--- src/hw/rtl/pnmhp_pkg.sv ---
// Shared constants, character codes and the classified-character type for the PNM header parser.
package pnmhp_pkg;

  // Field widths
  localparam int VALUE_WIDTH = 16;
  localparam int COUNT_WIDTH = 20;

  // Queue between front and back
  localparam int QUEUE_DEPTH = 2;
  localparam int QUEUE_AW    = $clog2(QUEUE_DEPTH);
  localparam int QUEUE_CW    = $clog2(QUEUE_DEPTH + 1);

  // Character codes
  localparam logic [7:0] CHAR_HASH  = 8'h23;
  localparam logic [7:0] CHAR_TAB   = 8'h09;
  localparam logic [7:0] CHAR_SPACE = 8'h20;
  localparam logic [7:0] CHAR_CR    = 8'h0D;
  localparam logic [7:0] CHAR_LF    = 8'h0A;
  localparam logic [7:0] CHAR_ZERO  = 8'h30;
  localparam logic [7:0] CHAR_NINE  = 8'h39;

  // Formats with no max grey field
  localparam logic [VALUE_WIDTH-1:0] MAGIC_PLAIN_BITMAP = VALUE_WIDTH'(1);
  localparam logic [VALUE_WIDTH-1:0] MAGIC_RAW_BITMAP   = VALUE_WIDTH'(4);

  typedef enum logic [1:0] {
    KIND_OTHER = 2'd0,
    KIND_DIGIT = 2'd1,
    KIND_DELIM = 2'd2
  } char_kind_t;

  // One character after classification
  typedef struct packed {
    char_kind_t  kind;
    logic        opens_comment;
    logic        closes_comment;
    logic [3:0]  digit;
    logic        sof;
    logic        eof;
  } char_class_t;

endpackage

--- src/hw/rtl/pnmhp_char_if.sv ---
// Character request channel: valid/ready handshake with one file byte and its framing flags.
interface pnmhp_char_if;
  logic       valid;
  logic       ready;
  logic [7:0] char_code;
  logic       start_of_file;
  logic       end_of_file;

  modport source (output valid, output char_code, output start_of_file, output end_of_file,
                  input ready);
  modport sink   (input valid, input char_code, input start_of_file, input end_of_file,
                  output ready);
endinterface

--- src/hw/rtl/pnmhp_header_if.sv ---
// Header result channel: valid/ready handshake carrying the parsed header fields.
interface pnmhp_header_if;
  logic                                  valid;
  logic                                  ready;
  logic [pnmhp_pkg::VALUE_WIDTH-1:0]     magic;
  logic [pnmhp_pkg::VALUE_WIDTH-1:0]     image_width;
  logic [pnmhp_pkg::VALUE_WIDTH-1:0]     image_height;
  logic [pnmhp_pkg::VALUE_WIDTH-1:0]     max_grey;
  logic [pnmhp_pkg::COUNT_WIDTH-1:0]     header_length;
  logic                                  complete;

  modport source (output valid, output magic, output image_width, output image_height,
                  output max_grey, output header_length, output complete, input ready);
  modport sink   (input valid, input magic, input image_width, input image_height,
                  input max_grey, input header_length, input complete, output ready);
endinterface

--- src/hw/rtl/pnmhp_front.sv ---
// Front end: accepts character requests and classifies each byte for the back end.
module pnmhp_front (
  pnmhp_char_if.sink              chars,
  output logic                    push_valid,
  output pnmhp_pkg::char_class_t  push_data,
  input  logic                    push_ready
);

  // Handshake passes straight to the queue
  assign push_valid  = chars.valid;
  assign chars.ready = push_ready;

  // Byte classification
  always_comb begin
    push_data                = '0;
    push_data.sof            = chars.start_of_file;
    push_data.eof            = chars.end_of_file;
    push_data.kind           = pnmhp_pkg::KIND_OTHER;
    push_data.opens_comment  = (chars.char_code == pnmhp_pkg::CHAR_HASH);
    push_data.closes_comment = (chars.char_code == pnmhp_pkg::CHAR_LF) ||
                               (chars.char_code == pnmhp_pkg::CHAR_TAB);
    push_data.digit          = 4'(chars.char_code - pnmhp_pkg::CHAR_ZERO);
    if ((chars.char_code == pnmhp_pkg::CHAR_HASH) || (chars.char_code == pnmhp_pkg::CHAR_TAB) ||
        (chars.char_code == pnmhp_pkg::CHAR_SPACE) || (chars.char_code == pnmhp_pkg::CHAR_CR) ||
        (chars.char_code == pnmhp_pkg::CHAR_LF)) begin
      push_data.kind = pnmhp_pkg::KIND_DELIM;
    end else if ((chars.char_code >= pnmhp_pkg::CHAR_ZERO) &&
                 (chars.char_code <= pnmhp_pkg::CHAR_NINE)) begin
      push_data.kind = pnmhp_pkg::KIND_DIGIT;
    end
  end

endmodule

--- src/hw/rtl/pnmhp_queue.sv ---
// Short FIFO of classified characters between the front and back ends.
module pnmhp_queue (
  input  logic                    clk,
  input  logic                    rst,
  input  logic                    push_valid,
  input  pnmhp_pkg::char_class_t  push_data,
  output logic                    push_ready,
  output logic                    pop_valid,
  output pnmhp_pkg::char_class_t  pop_data,
  input  logic                    pop_ready
);

  pnmhp_pkg::char_class_t               entries [pnmhp_pkg::QUEUE_DEPTH];
  logic [pnmhp_pkg::QUEUE_AW-1:0]       wr_ptr;
  logic [pnmhp_pkg::QUEUE_AW-1:0]       rd_ptr;
  logic [pnmhp_pkg::QUEUE_CW-1:0]       count;
  logic                                 do_push;
  logic                                 do_pop;

  localparam logic [pnmhp_pkg::QUEUE_AW-1:0] LAST_PTR =
    pnmhp_pkg::QUEUE_AW'(pnmhp_pkg::QUEUE_DEPTH - 1);
  localparam logic [pnmhp_pkg::QUEUE_CW-1:0] FULL_COUNT =
    pnmhp_pkg::QUEUE_CW'(pnmhp_pkg::QUEUE_DEPTH);

  assign push_ready = (count != FULL_COUNT);
  assign pop_valid  = (count != '0);
  assign pop_data   = entries[rd_ptr];
  assign do_push    = push_valid && push_ready;
  assign do_pop     = pop_valid && pop_ready;

  // Storage
  always_ff @(posedge clk) begin
    if (do_push) begin
      entries[wr_ptr] <= push_data;
    end
  end

  // Pointers and fill count
  always_ff @(posedge clk) begin
    if (rst) begin
      wr_ptr <= '0;
      rd_ptr <= '0;
      count  <= '0;
    end else begin
      if (do_push) begin
        wr_ptr <= (wr_ptr == LAST_PTR) ? '0 : wr_ptr + 1'b1;
      end
      if (do_pop) begin
        rd_ptr <= (rd_ptr == LAST_PTR) ? '0 : rd_ptr + 1'b1;
      end
      if (do_push && !do_pop) begin
        count <= count + 1'b1;
      end else if (do_pop && !do_push) begin
        count <= count - 1'b1;
      end
    end
  end

endmodule

--- src/hw/rtl/pnmhp_back.sv ---
// Back end: header state update per character and the registered result stage.
module pnmhp_back (
  input  logic                    clk,
  input  logic                    rst,
  input  logic                    pop_valid,
  input  pnmhp_pkg::char_class_t  pop_data,
  output logic                    pop_ready,
  pnmhp_header_if.source          header
);

  localparam int VW = pnmhp_pkg::VALUE_WIDTH;
  localparam int CW = pnmhp_pkg::COUNT_WIDTH;

  // Parser state
  logic [VW-1:0] magic, width, height, grey, accum;
  logic          in_comment, header_filled, finished;
  logic [CW-1:0] char_count;

  // State seen by this character (cleared on start of file)
  logic [VW-1:0] cur_magic, cur_width, cur_height, cur_grey, cur_accum;
  logic          cur_in_comment, cur_filled, cur_finished;
  logic [CW-1:0] cur_count;

  logic [VW-1:0] magic_next, width_next, height_next, grey_next, accum_next;
  logic          in_comment_next, header_filled_next, finished_next;
  logic [CW-1:0] char_count_next;

  logic          emit, emit_complete, counted, step;
  logic [VW+3:0] accum_prod;

  // Output register
  logic          out_valid;
  logic [VW-1:0] out_magic, out_width, out_height, out_grey;
  logic [CW-1:0] out_length;
  logic          out_complete;

  assign pop_ready = !out_valid || header.ready;
  assign step      = pop_valid && pop_ready;

  always_comb begin
    cur_magic      = pop_data.sof ? '0 : magic;
    cur_width      = pop_data.sof ? '0 : width;
    cur_height     = pop_data.sof ? '0 : height;
    cur_grey       = pop_data.sof ? '0 : grey;
    cur_accum      = pop_data.sof ? '0 : accum;
    cur_in_comment = pop_data.sof ? 1'b0 : in_comment;
    cur_filled     = pop_data.sof ? 1'b0 : header_filled;
    cur_finished   = pop_data.sof ? 1'b0 : finished;
    cur_count      = pop_data.sof ? '0 : char_count;
  end

  // Decimal accumulate: accum * 10 + digit
  assign accum_prod = ({4'b0, cur_accum} << 3) + ({4'b0, cur_accum} << 1) +
                      (VW+4)'(pop_data.digit);

  // Per-character update
  always_comb begin
    magic_next         = cur_magic;
    width_next         = cur_width;
    height_next        = cur_height;
    grey_next          = cur_grey;
    accum_next         = cur_accum;
    in_comment_next    = cur_in_comment;
    header_filled_next = cur_filled;
    finished_next      = cur_finished;
    char_count_next    = cur_count;
    emit               = 1'b0;
    emit_complete      = 1'b0;
    counted            = 1'b0;
    if (!cur_finished) begin
      counted = 1'b1;
      case (pop_data.kind) inside
        pnmhp_pkg::KIND_DELIM: begin
          // a delimiter ends the number; outside a comment, a nonzero number goes into the next empty field
          if (!cur_in_comment && (cur_accum != '0)) begin
            if (cur_magic == '0) begin
              magic_next = cur_accum;
            end else if (cur_width == '0) begin
              width_next = cur_accum;
            end else if (cur_height == '0) begin
              height_next        = cur_accum;
              header_filled_next = (cur_magic == pnmhp_pkg::MAGIC_PLAIN_BITMAP) ||
                                   (cur_magic == pnmhp_pkg::MAGIC_RAW_BITMAP);
            end else if (cur_grey == '0) begin
              grey_next          = cur_accum;
              header_filled_next = (cur_magic > pnmhp_pkg::MAGIC_PLAIN_BITMAP) &&
                                   (cur_magic != pnmhp_pkg::MAGIC_RAW_BITMAP);
            end
          end
          if (pop_data.closes_comment) begin
            in_comment_next = 1'b0;
          end else if (pop_data.opens_comment) begin
            in_comment_next = 1'b1;
          end
          accum_next = '0;
        end
        pnmhp_pkg::KIND_DIGIT, pnmhp_pkg::KIND_OTHER: begin
          if (!cur_in_comment) begin
            if (cur_filled) begin
              // first data character: header done
              finished_next = 1'b1;
              emit          = 1'b1;
              emit_complete = 1'b1;
              counted       = 1'b0;
            end else if (pop_data.kind == pnmhp_pkg::KIND_DIGIT) begin
              accum_next = (accum_prod > (VW+4)'({VW{1'b1}})) ? {VW{1'b1}} : accum_prod[VW-1:0];
            end
          end
        end
        default: ;
      endcase
      if (counted) begin
        if (cur_count != {CW{1'b1}}) begin
          char_count_next = cur_count + 1'b1;
        end
        // file ended before the header finished
        if (pop_data.eof) begin
          finished_next = 1'b1;
          emit          = 1'b1;
        end
      end
    end
  end

  // Parser state registers
  always_ff @(posedge clk) begin
    if (rst) begin
      magic         <= '0;
      width         <= '0;
      height        <= '0;
      grey          <= '0;
      accum         <= '0;
      in_comment    <= 1'b0;
      header_filled <= 1'b0;
      finished      <= 1'b0;
      char_count    <= '0;
    end else if (step) begin
      magic         <= magic_next;
      width         <= width_next;
      height        <= height_next;
      grey          <= grey_next;
      accum         <= accum_next;
      in_comment    <= in_comment_next;
      header_filled <= header_filled_next;
      finished      <= finished_next;
      char_count    <= char_count_next;
    end
  end

  // Result register control
  always_ff @(posedge clk) begin
    if (rst) begin
      out_valid <= 1'b0;
    end else if (step && emit) begin
      out_valid <= 1'b1;
    end else if (header.ready) begin
      out_valid <= 1'b0;
    end
  end

  // Result payload
  always_ff @(posedge clk) begin
    if (step && emit) begin
      out_magic    <= magic_next;
      out_width    <= width_next;
      out_height   <= height_next;
      out_grey     <= grey_next;
      out_length   <= char_count_next;
      out_complete <= emit_complete;
    end
  end

  assign header.valid         = out_valid;
  assign header.magic         = out_magic;
  assign header.image_width   = out_width;
  assign header.image_height  = out_height;
  assign header.max_grey      = out_grey;
  assign header.header_length = out_length;
  assign header.complete      = out_complete;

endmodule

--- src/hw/rtl/pnm_header_parser_unit.sv ---
// Top level of the PNM header parser: front end, character queue and back end.
// Takes one file byte per request and sustains one byte per cycle while no result is stalled;
// a header result passes through the character queue and then the back end's state update
// into the result register. The back end's per-character state update sets the rate. One
// result per file: complete=1 on the first data character after a full header, or
// complete=0 when end_of_file arrives first. Requests after the result are absorbed with no
// result until start_of_file. A stalled result holds the back end, and the two-entry queue
// lets the byte stream keep flowing until the queue fills and ready drops.
module pnm_header_parser_unit (
  input  logic           clk,
  input  logic           rst,
  pnmhp_char_if.sink     chars,
  pnmhp_header_if.source header
);

  logic                   push_valid, push_ready, pop_valid, pop_ready;
  pnmhp_pkg::char_class_t push_data, pop_data;

  pnmhp_front u_front (
    .chars      (chars),
    .push_valid (push_valid),
    .push_data  (push_data),
    .push_ready (push_ready)
  );

  pnmhp_queue u_queue (
    .clk        (clk),
    .rst        (rst),
    .push_valid (push_valid),
    .push_data  (push_data),
    .push_ready (push_ready),
    .pop_valid  (pop_valid),
    .pop_data   (pop_data),
    .pop_ready  (pop_ready)
  );

  pnmhp_back u_back (
    .clk       (clk),
    .rst       (rst),
    .pop_valid (pop_valid),
    .pop_data  (pop_data),
    .pop_ready (pop_ready),
    .header    (header)
  );

endmodule

--- src/flat_wrapper.sv ---
// flat-port wrapper written by rule: the top's interface ports become plain ports
module pnm_header_parser_unit_flat 
  (clk, rst, chars_valid, chars_char_code, chars_start_of_file, chars_end_of_file, chars_ready, header_valid, header_magic, header_image_width, header_image_height, header_max_grey, header_header_length, header_complete, header_ready);
  pnmhp_char_if chars_i ();
  pnmhp_header_if header_i ();
  input  logic clk;
  input  logic rst;
  input wire logic [$bits(chars_i.valid)-1:0] chars_valid;
  input wire logic [$bits(chars_i.char_code)-1:0] chars_char_code;
  input wire logic [$bits(chars_i.start_of_file)-1:0] chars_start_of_file;
  input wire logic [$bits(chars_i.end_of_file)-1:0] chars_end_of_file;
  output wire logic [$bits(chars_i.ready)-1:0] chars_ready;
  output wire logic [$bits(header_i.valid)-1:0] header_valid;
  output wire logic [$bits(header_i.magic)-1:0] header_magic;
  output wire logic [$bits(header_i.image_width)-1:0] header_image_width;
  output wire logic [$bits(header_i.image_height)-1:0] header_image_height;
  output wire logic [$bits(header_i.max_grey)-1:0] header_max_grey;
  output wire logic [$bits(header_i.header_length)-1:0] header_header_length;
  output wire logic [$bits(header_i.complete)-1:0] header_complete;
  input wire logic [$bits(header_i.ready)-1:0] header_ready;
  assign chars_i.valid = chars_valid;
  assign chars_i.char_code = chars_char_code;
  assign chars_i.start_of_file = chars_start_of_file;
  assign chars_i.end_of_file = chars_end_of_file;
  assign chars_ready = chars_i.ready;
  assign header_valid = header_i.valid;
  assign header_magic = header_i.magic;
  assign header_image_width = header_i.image_width;
  assign header_image_height = header_i.image_height;
  assign header_max_grey = header_i.max_grey;
  assign header_header_length = header_i.header_length;
  assign header_complete = header_i.complete;
  assign header_i.ready = header_ready;
  pnm_header_parser_unit u_core (.clk(clk), .rst(rst), .chars(chars_i), .header(header_i));
endmodule
--- config.mk ---
export PLATFORM = sky130hd
export DESIGN_NAME = pnm_header_parser_unit_flat
export DESIGN_NICKNAME = d
export VERILOG_FILES = /design/src/hw/rtl/pnmhp_pkg.sv /design/src/hw/rtl/pnmhp_char_if.sv /design/src/hw/rtl/pnmhp_header_if.sv /design/src/hw/rtl/pnmhp_front.sv /design/src/hw/rtl/pnmhp_queue.sv /design/src/hw/rtl/pnmhp_back.sv /design/src/hw/rtl/pnm_header_parser_unit.sv /design/src/flat_wrapper.sv
export SDC_FILE = /design/constraint.sdc
export NUM_CORES = 1
export LEC_CHECK = 0
export ABC_AREA = 1
export BUFFER_PORTS_ARGS = -buffer_cell sky130_fd_sc_hd__buf_2
export CAP_MARGIN = 20
export CORE_MARGIN = 1
export CORE_UTILIZATION = 50
export CTS_CLUSTER_DIAMETER = 100
export CTS_CLUSTER_SIZE = 16
export DETAILED_ROUTE_END_ITERATION = 8
export MAX_ROUTING_LAYER = met4
export PLACE_DENSITY = 0.72
export SLEW_MARGIN = 20
export SYNTH_ARGS = -nofsm -noshare
export SYNTH_HDL_FRONTEND = slang
export SYNTH_SLANG_ARGS = --single-unit
export TNS_END_PERCENT = 10
--- constraint.sdc ---
create_clock -name clk -period 7.2 [get_ports clk]
set_input_delay 0.36 -clock clk [delete_from_list [all_inputs] [get_ports clk]]
set_output_delay 0.36 -clock clk [all_outputs]
set_load 0.02 [all_outputs]
==> reports/metrics.csv, run 1 <==
metric,value,unit
outcome,"finished, final reports clean",
final_core_utilization,0.558,
path_buf_inv,6,
holdPathStages,1,
hpwlAfterDp,21100,um
netlist_area_before_placement,0.0119,mm2
synth.yosys.seq_area_share,0.449,
clock_tree_from_tritoncts,built,
ctsRootBufferMaster,clkbuf_16,
grt_remaining_overflow,0,
cp_max_fanout,28,
clkSinkCount,214,
layout.nets,1722,
worst_hold_slack,0.0508,ns
synth_warnings,0,
final-seq-area,0.00534,mm2
drt-initial-drc-count,1066,
highest_achievable_clock_rate,205,MHz
insertedDiodeCount,0,
synth_cells,1607,
timing.slew.headroom,0.307,
yosys_register_bits,214,
required_time_worst_endpoint,7.54,ns
critical_path_arrival,5.23,ns
synthSimpleGateAreaFrac,0.286,
pre_cts_slack,2.42,ns
setup-violations-final,0,
drt-pass1-iter-count,6,
die_area,0.0244,mm2
path_depth,25,
synth_compound_area_frac,0.102,
grt_pass1_wl,47800,um
post-route-drc-count,0,
synth_flop_cell,dfxtp_1,
worst_path_most_repeated_cell,nand2_1,
power_leakage,6.21,nW
fp.coreArea,0.0234,mm2
cell_with_the_largest_stage_delay_on_the_worst_path,nand2_2,
syn_area_per_cell,7.40,um2
first_global_vias,9299,
buffer_ports.inserted,100,
synth_enable_flop_cells,105,
finalSetupTns,0,ns
post_route_cells_drive_above_1_share,0.106,
maximum_clock_skew_at_final_layout,0.0207,ns
period_minus_slack,4.88,ns
finalWirelength,30400,um
synth.distinct_cells,43,
final-hold-violation-count,0,
post_cts_buffers,0,
number_of_nets_still_failing_antenna_checks_after_routing,0,
setup_slack,2.32,ns
grt_max_degree,93,
critical-path-top-delay-family,simple AND/OR/NAND/NOR gates,
multi_input_comb_area,0.00533,mm2
filler_cell_count_in_the_final_layout,2229,
drv.max_cap_violation_count,0,
yosys-mux-area-fraction,0.000842,
timing.setup.critical_path_class,flip-flop to flip-flop,
cts-hold-fix-buffers,0,
flow.area_growth_from_synthesis,9.83,%
grt_setup_unrepaired,false,
synth_xor_xnor_area_share,0.0206,
global_route.usage.total,0.254,
commonest_non_fill_non_tap_cells_in_the_layout,"nand2_1, inv_1, nor2_1",
final.period_utilization,0.678,
tritoncts.num_buffers,17,
vias_per_cell,5.29,
power.ir.vdd_worst,0.208,mV
clkSlewWorstSetupHoldPaths,0.07,ns
reg2reg_depth,25,
cts_buffer_depth,3,
cts-htree-levels,1,
endpoint_kind,flip-flop,
worst_skew_pair.late_latency,0.51,ns
place.gp.congestion,0.978,
route.vias.total,10600,
horizontal_extent_of_the_die,156,um
layout_commonest_cell,nand2_1,
timing_worst_slew_pin_value,1.04,ns
row_count,56,
floorplan.die.height,156,um
initial_utilization,0.508,
synth_adder_area_share,0.0364,
cp-start-kind,flip-flop,
p_per_area,452,mW/mm2
largest_family_of_logic_cells_by_synthesized_area,simple AND/OR/NAND/NOR gates,
floorplan.io_pins,101,
worst_hold_path_type,input port to flip-flop,
mappedNetlistNets,1655,
async_reset_ff_frac,0,
critical_path.max_stage_delay,0.58,ns
timing_max_transition_violations_final,0,
number_of_antenna_violations_at_the_first_check_in_global_routing,0,
cts.repair.resized,0,
route.detailed.wl_per_inst,15.2,um
## power breakdown
group	switching [mW]	leakage (nW)	internal, mW
registers	0.169	1.89	1.82
logic	2.18	4.08	0.855
clock network	0.440	0.233	0.450
## per-stage QoR
stage / instances / area [um2] / power [mW]
6_report: 2004 / 13100 / 5.91
5_1_grt: 2004 / 13100 / 6.34
4_1_cts: 2004 / 13100 / 5.89
3_5_place_dp: 1974 / 12600 / 5.01
3_3_place_gp: 1974 / 12600 / 4.95
2_1_floorplan: 1607 / 11900 / 4.28
## cell type report
cell class	count	area share
sequential	214	0.409
tap	319	0.0306
clock inverter	2	0.00153
inverter	241	0.0693
clock buffer	28	0.0357
timing repair buffer	114	0.0464
multi-input combinational	1086	0.408
## per-layer routing
layer  part of all wire  global-route usage  vias to the layer above
met5                  0                   -                        -
met4              0.036              0.0976                        0
met3              0.068              0.0319                       70
met2               0.45               0.390                      389
met1               0.44               0.342                     4820
li1                   -                   -                     5314
## registers in the layout, summed over array words and instances (netlist names), 2 cells and up, named ones only
register                            count
u_core.u_queue.entries                 20
u_core.u_back.grey                     16
u_core.u_back.height                   16
u_core.u_back.header.image_width       16
u_core.u_back.accum                    16
u_core.u_back.header.header_length     20
u_core.u_back.char_count               20
u_core.u_back.header.image_height      16
u_core.u_back.header.max_grey          16
u_core.u_back.magic                    16
u_core.u_queue.count                    2
u_core.u_back.header.magic             16
u_core.u_back.width                    16
## Yosys cell counts (3+ instances only)
master,count,area [um2]
nand2_2,9,56.3
o21ai_0,88,440
nor2_1,149,559
o21bai_1,10,75.1
edfxtp_1,105,3150
nor2_4,5,56.3
nand3_1,127,636
nor3_1,9,45.0
ha_1,33,413
o21ai_1,7,35.0
buf_6,10,113
clkbuf_1,42,158
nand2_1,427,1600
nor2_2,18,113
buf_1,7,26.3
xor2_1,17,149
buf_2,6,30.0
inv_2,6,22.5
xnor2_1,11,96.3
dfxtp_1,109,2180
o22ai_1,3,18.8
nand4_1,36,225
inv_1,233,875
a21oi_1,116,581
## worst paths after layout
path | start | end | slack, ns
hold / removal | chars_end_of_file | u_core.u_queue.entries[1][0] | 0.05
hold reg to reg | u_core.u_queue.rd_ptr | u_core.u_queue.rd_ptr | 0.46
setup reg to reg | flip-flop | u_core.u_back.accum[9] | 2.32
setup / recovery | flip-flop | u_core.u_back.accum[9] | 2.32
## logic make-up (layout without fill, tap and decap cells)
group,count (synthesis),count (layout)
buffers and inverters,307,385
flip-flops,214,214
XOR/XNOR,28,28
AO/OA/AOI/OAI,232,232
multiplexers,1,1
AND/OR/NAND/NOR,791,791
adder cells (fa/ha/maj),34,34
Power figures use the tool's default switching activity.
==> run 2: changes to the inputs <==
--- a/config.mk
+++ b/config.mk
@@ -14,7 +14,7 @@
 export CTS_CLUSTER_SIZE = 16
 export DETAILED_ROUTE_END_ITERATION = 8
 export MAX_ROUTING_LAYER = met4
-export PLACE_DENSITY = 0.72
+export PLACE_DENSITY = 0.74
 export SLEW_MARGIN = 20
 export SYNTH_ARGS = -nofsm -noshare
 export SYNTH_HDL_FRONTEND = slang
==> constraint.sdc (replaced) <==
create_clock -name clk -period 4.1 [get_ports clk]
set_input_delay 0.205 -clock clk [delete_from_list [all_inputs] [get_ports clk]]
set_output_delay 0.205 -clock clk [all_outputs]
set_load 0.02 [all_outputs]
==> reports/metrics.csv, run 2 (synthesized netlist as in run 1, its figures left out) <==
metric,value,unit,change
outcome,"finished, final reports clean",,
cp_max_fanout,10,,-64%
clkSlewWorstSetupHoldPaths,0.08,ns,about the same
flop_pwr_share,0.331,,-0.005
grt_pass1_wl,48900,um,+2.4%
horizontal_extent_of_the_die,156,um,unchanged
final_core_utilization,0.566,,+0.00850
tritoncts.num_buffers,17,,unchanged
die_area,0.0244,mm2,unchanged
holdPathStages,4,,+3
wl_met3,2400,um,+16%
drt-initial-drc-count,929,,-13%
drt-pass1-iter-count,6,,unchanged
top_layer_used,met4,,
final-hold-violation-count,0,,unchanged
layout_commonest_cell,nand2_1,,
cp-start-kind,flip-flop,,
power.ir.vdd_worst,0.350,mV,+68%
finalWirelength,30700,um,+0.98%
maximum_clock_skew_at_final_layout,0.0253,ns,+0.00461 ns
finalSetupTns,0,ns,unchanged
timing_worst_slew_pin_value,1.13,ns,+0.0919 ns
cts-htree-levels,1,,unchanged
endpoint_kind,flip-flop,,
critical_path_arrival,4.02,ns,-1.21 ns
number_of_nets_still_failing_antenna_checks_after_routing,0,,unchanged
first_global_vias,9722,,+4.5%
buffer_ports.inserted,100,,unchanged
power_leakage,6.29,nW,+1.4%
path_buf_inv,5,,-1
final.period_utilization,0.899,,+0.221
p_per_area,793,mW/mm2,+75%
critical-path-top-delay-family,simple AND/OR/NAND/NOR gates,,
critical_path.max_stage_delay,0.36,ns,-0.22 ns
grt_remaining_overflow,0,,unchanged
vias_per_cell,5.30,,+0.27%
clock_tree_from_tritoncts,built,,
drv.max_cap_violation_count,0,,unchanged
pwr-share-comb,0.521,,+0.007
met2RoutedLength,14200,um,+3.3%
grt_max_degree,95,,+2.2%
place_inst,1985,,+0.56%
setup-violations-final,0,,unchanged
commonest_non_fill_non_tap_cells_in_the_layout,"nand2_1, inv_1, nor2_1",,
row_count,56,,unchanged
m1WireLength,13300,um,-1.8%
global_route.usage.total,0.258,,+0.00384
number_of_antenna_violations_at_the_first_check_in_global_routing,0,,unchanged
worst_r2r_setup_slack,0.41,ns,-1.90 ns
cts_buffer_depth,3,,unchanged
worstPathCellList,"buf_4, nand2_2, nand2_2, inv_2, nand2_1, inv_1, ha_1, ha_1, nand2_1, nand2_1, inv_1, nand2_1, a21oi_1, nand2_1, nand2_1, nand2_1, nor2_1, nand2_2, clkinvlp_2, nand2_1, nand3_1, nand2_1, nand2_1, a21oi_1",,
internal_power,5.57,mW,+78%
placed_cell_area,0.0127,mm2,+0.86%
path_depth,24,,-4.0%
post-route-drc-count,0,,unchanged
fin_area,0.0133,mm2,+1.5%
ctsRootBufferMaster,clkbuf_16,,
total_switching_power,4.95,mW,+78%
clock_power_share,0.148,,-0.003
floorplan.die.height,156,um,unchanged
flow.area_growth_from_synthesis,11.5,%,
fp.coreArea,0.0234,mm2,unchanged
worst_hold_path_type,input port to flip-flop,,
setup_crit_end,u_core.u_back.accum[12],,
place.gp.congestion,0.941,,-3.8%
layout.nets,1742,,+1.2%
timing_max_transition_violations_final,0,,unchanged
clkSinkCount,214,,unchanged
start_point_of_the_worst_min_delay_path,header_ready,,
cell_with_the_largest_stage_delay_on_the_worst_path,inv_1,,
timing.setup.critical_path_class,flip-flop to flip-flop,,
initial_utilization,0.508,,unchanged
highest_achievable_clock_rate,271,MHz,+32%
total_power,10.5,mW,+78%
worst_path_most_repeated_cell,nand2_1,,
worst_skew_pair.late_latency,0.50,ns,about the same
required_time_worst_endpoint,4.43,ns,-3.11 ns
grt_setup_unrepaired,false,,
reg2reg_depth,24,,-4.0%
floorplan.io_pins,101,,unchanged
insertedDiodeCount,0,,unchanged
period_minus_slack,3.69,ns,-1.20 ns
hpwlAfterDp,21100,um,-0.13%
crit-reg2reg-capture,u_core.u_back.accum[12],,
post_route_cells_drive_above_1_share,0.116,,+0.00931
timing.slew.headroom,0.245,,-0.0613
power_switching_share,0.471,,-0.00106
route.detailed.wl_per_inst,15.2,um,about the same
final_cells,2024,,+1.0%
route.vias.total,10700,,+1.3%
-- run 2: worst reg2reg max path, stage by stage, from the launching register on --
cell        delay (ns)
dfxtp_1           0.32
buf_4             0.17
nand2_2           0.09
nand2_2           0.12
inv_2             0.11
nand2_1           0.14
inv_1             0.36
ha_1              0.31
ha_1              0.36
nand2_1           0.08
nand2_1           0.10
inv_1             0.07
nand2_1           0.08
a21oi_1           0.18
nand2_1           0.08
nand2_1           0.05
nand2_1           0.05
nor2_1            0.18
nand2_2           0.14
clkinvlp_2        0.22
nand2_1           0.09
nand3_1           0.07
nand2_1           0.05
nand2_1           0.06
a21oi_1           0.06
-- run 2: stage by stage --
stage          setup WS, ns  hold WS, ns
2_1_floorplan         0.772        0.304
3_3_place_gp          0.355        0.411
3_5_place_dp          0.326        0.414
4_1_cts               0.262       0.0285
5_1_grt              0.0330       0.0725
6_report              0.413       0.0365
-- run 2: repair_timing --
action                                  CTS  global route
hold endpoints to repair                 12             0
buffers inserted                          0             2
resized for setup                         0             4
hold buffers                              6             0
endpoints found under the setup margin    0            12
-- run 2: area by class of cell --
class                   instances  area [um2]
repair buffers                133         788
multi-input cells            1086        5330
fillers                      2210       10100
well taps                     319         399
flip-flops and latches        214        5340
clock inverters                 2        20.0
inverters                     241         908
repair inverters                1        5.00
clock buffers                  28         467
-- run 2: how the worst min path moves through the flow --
stage                                               to
after floorplan           u_core.u_queue.entries[0][0]
after global placement    u_core.u_queue.entries[1][1]
after detailed placement  u_core.u_queue.entries[1][0]
after CTS                   u_core.u_back.header.valid
after global routing        u_core.u_back.header.valid
final                       u_core.u_back.header.valid
-- run 2: routing by layer --
layer	GRT usage	up-vias
li1	-	5343
met1	0.346	4860
met2	0.403	466
met3	0.0300	59
met4	0.0896	0
met5	-	-
-- run 2: power groups by stage --
| stage | combinational (mW) | clock, mW | sequential, mW |
|---|---|---|---|
| floorplan | 3.60 | 0 | 3.89 |
| global placement | 5.24 | 0 | 3.49 |
| detailed placement | 5.35 | 0 | 3.52 |
| CTS | 5.38 | 1.58 | 3.48 |
| global route | 6.07 | 1.65 | 3.56 |
| finish | 5.48 | 1.56 | 3.48 |
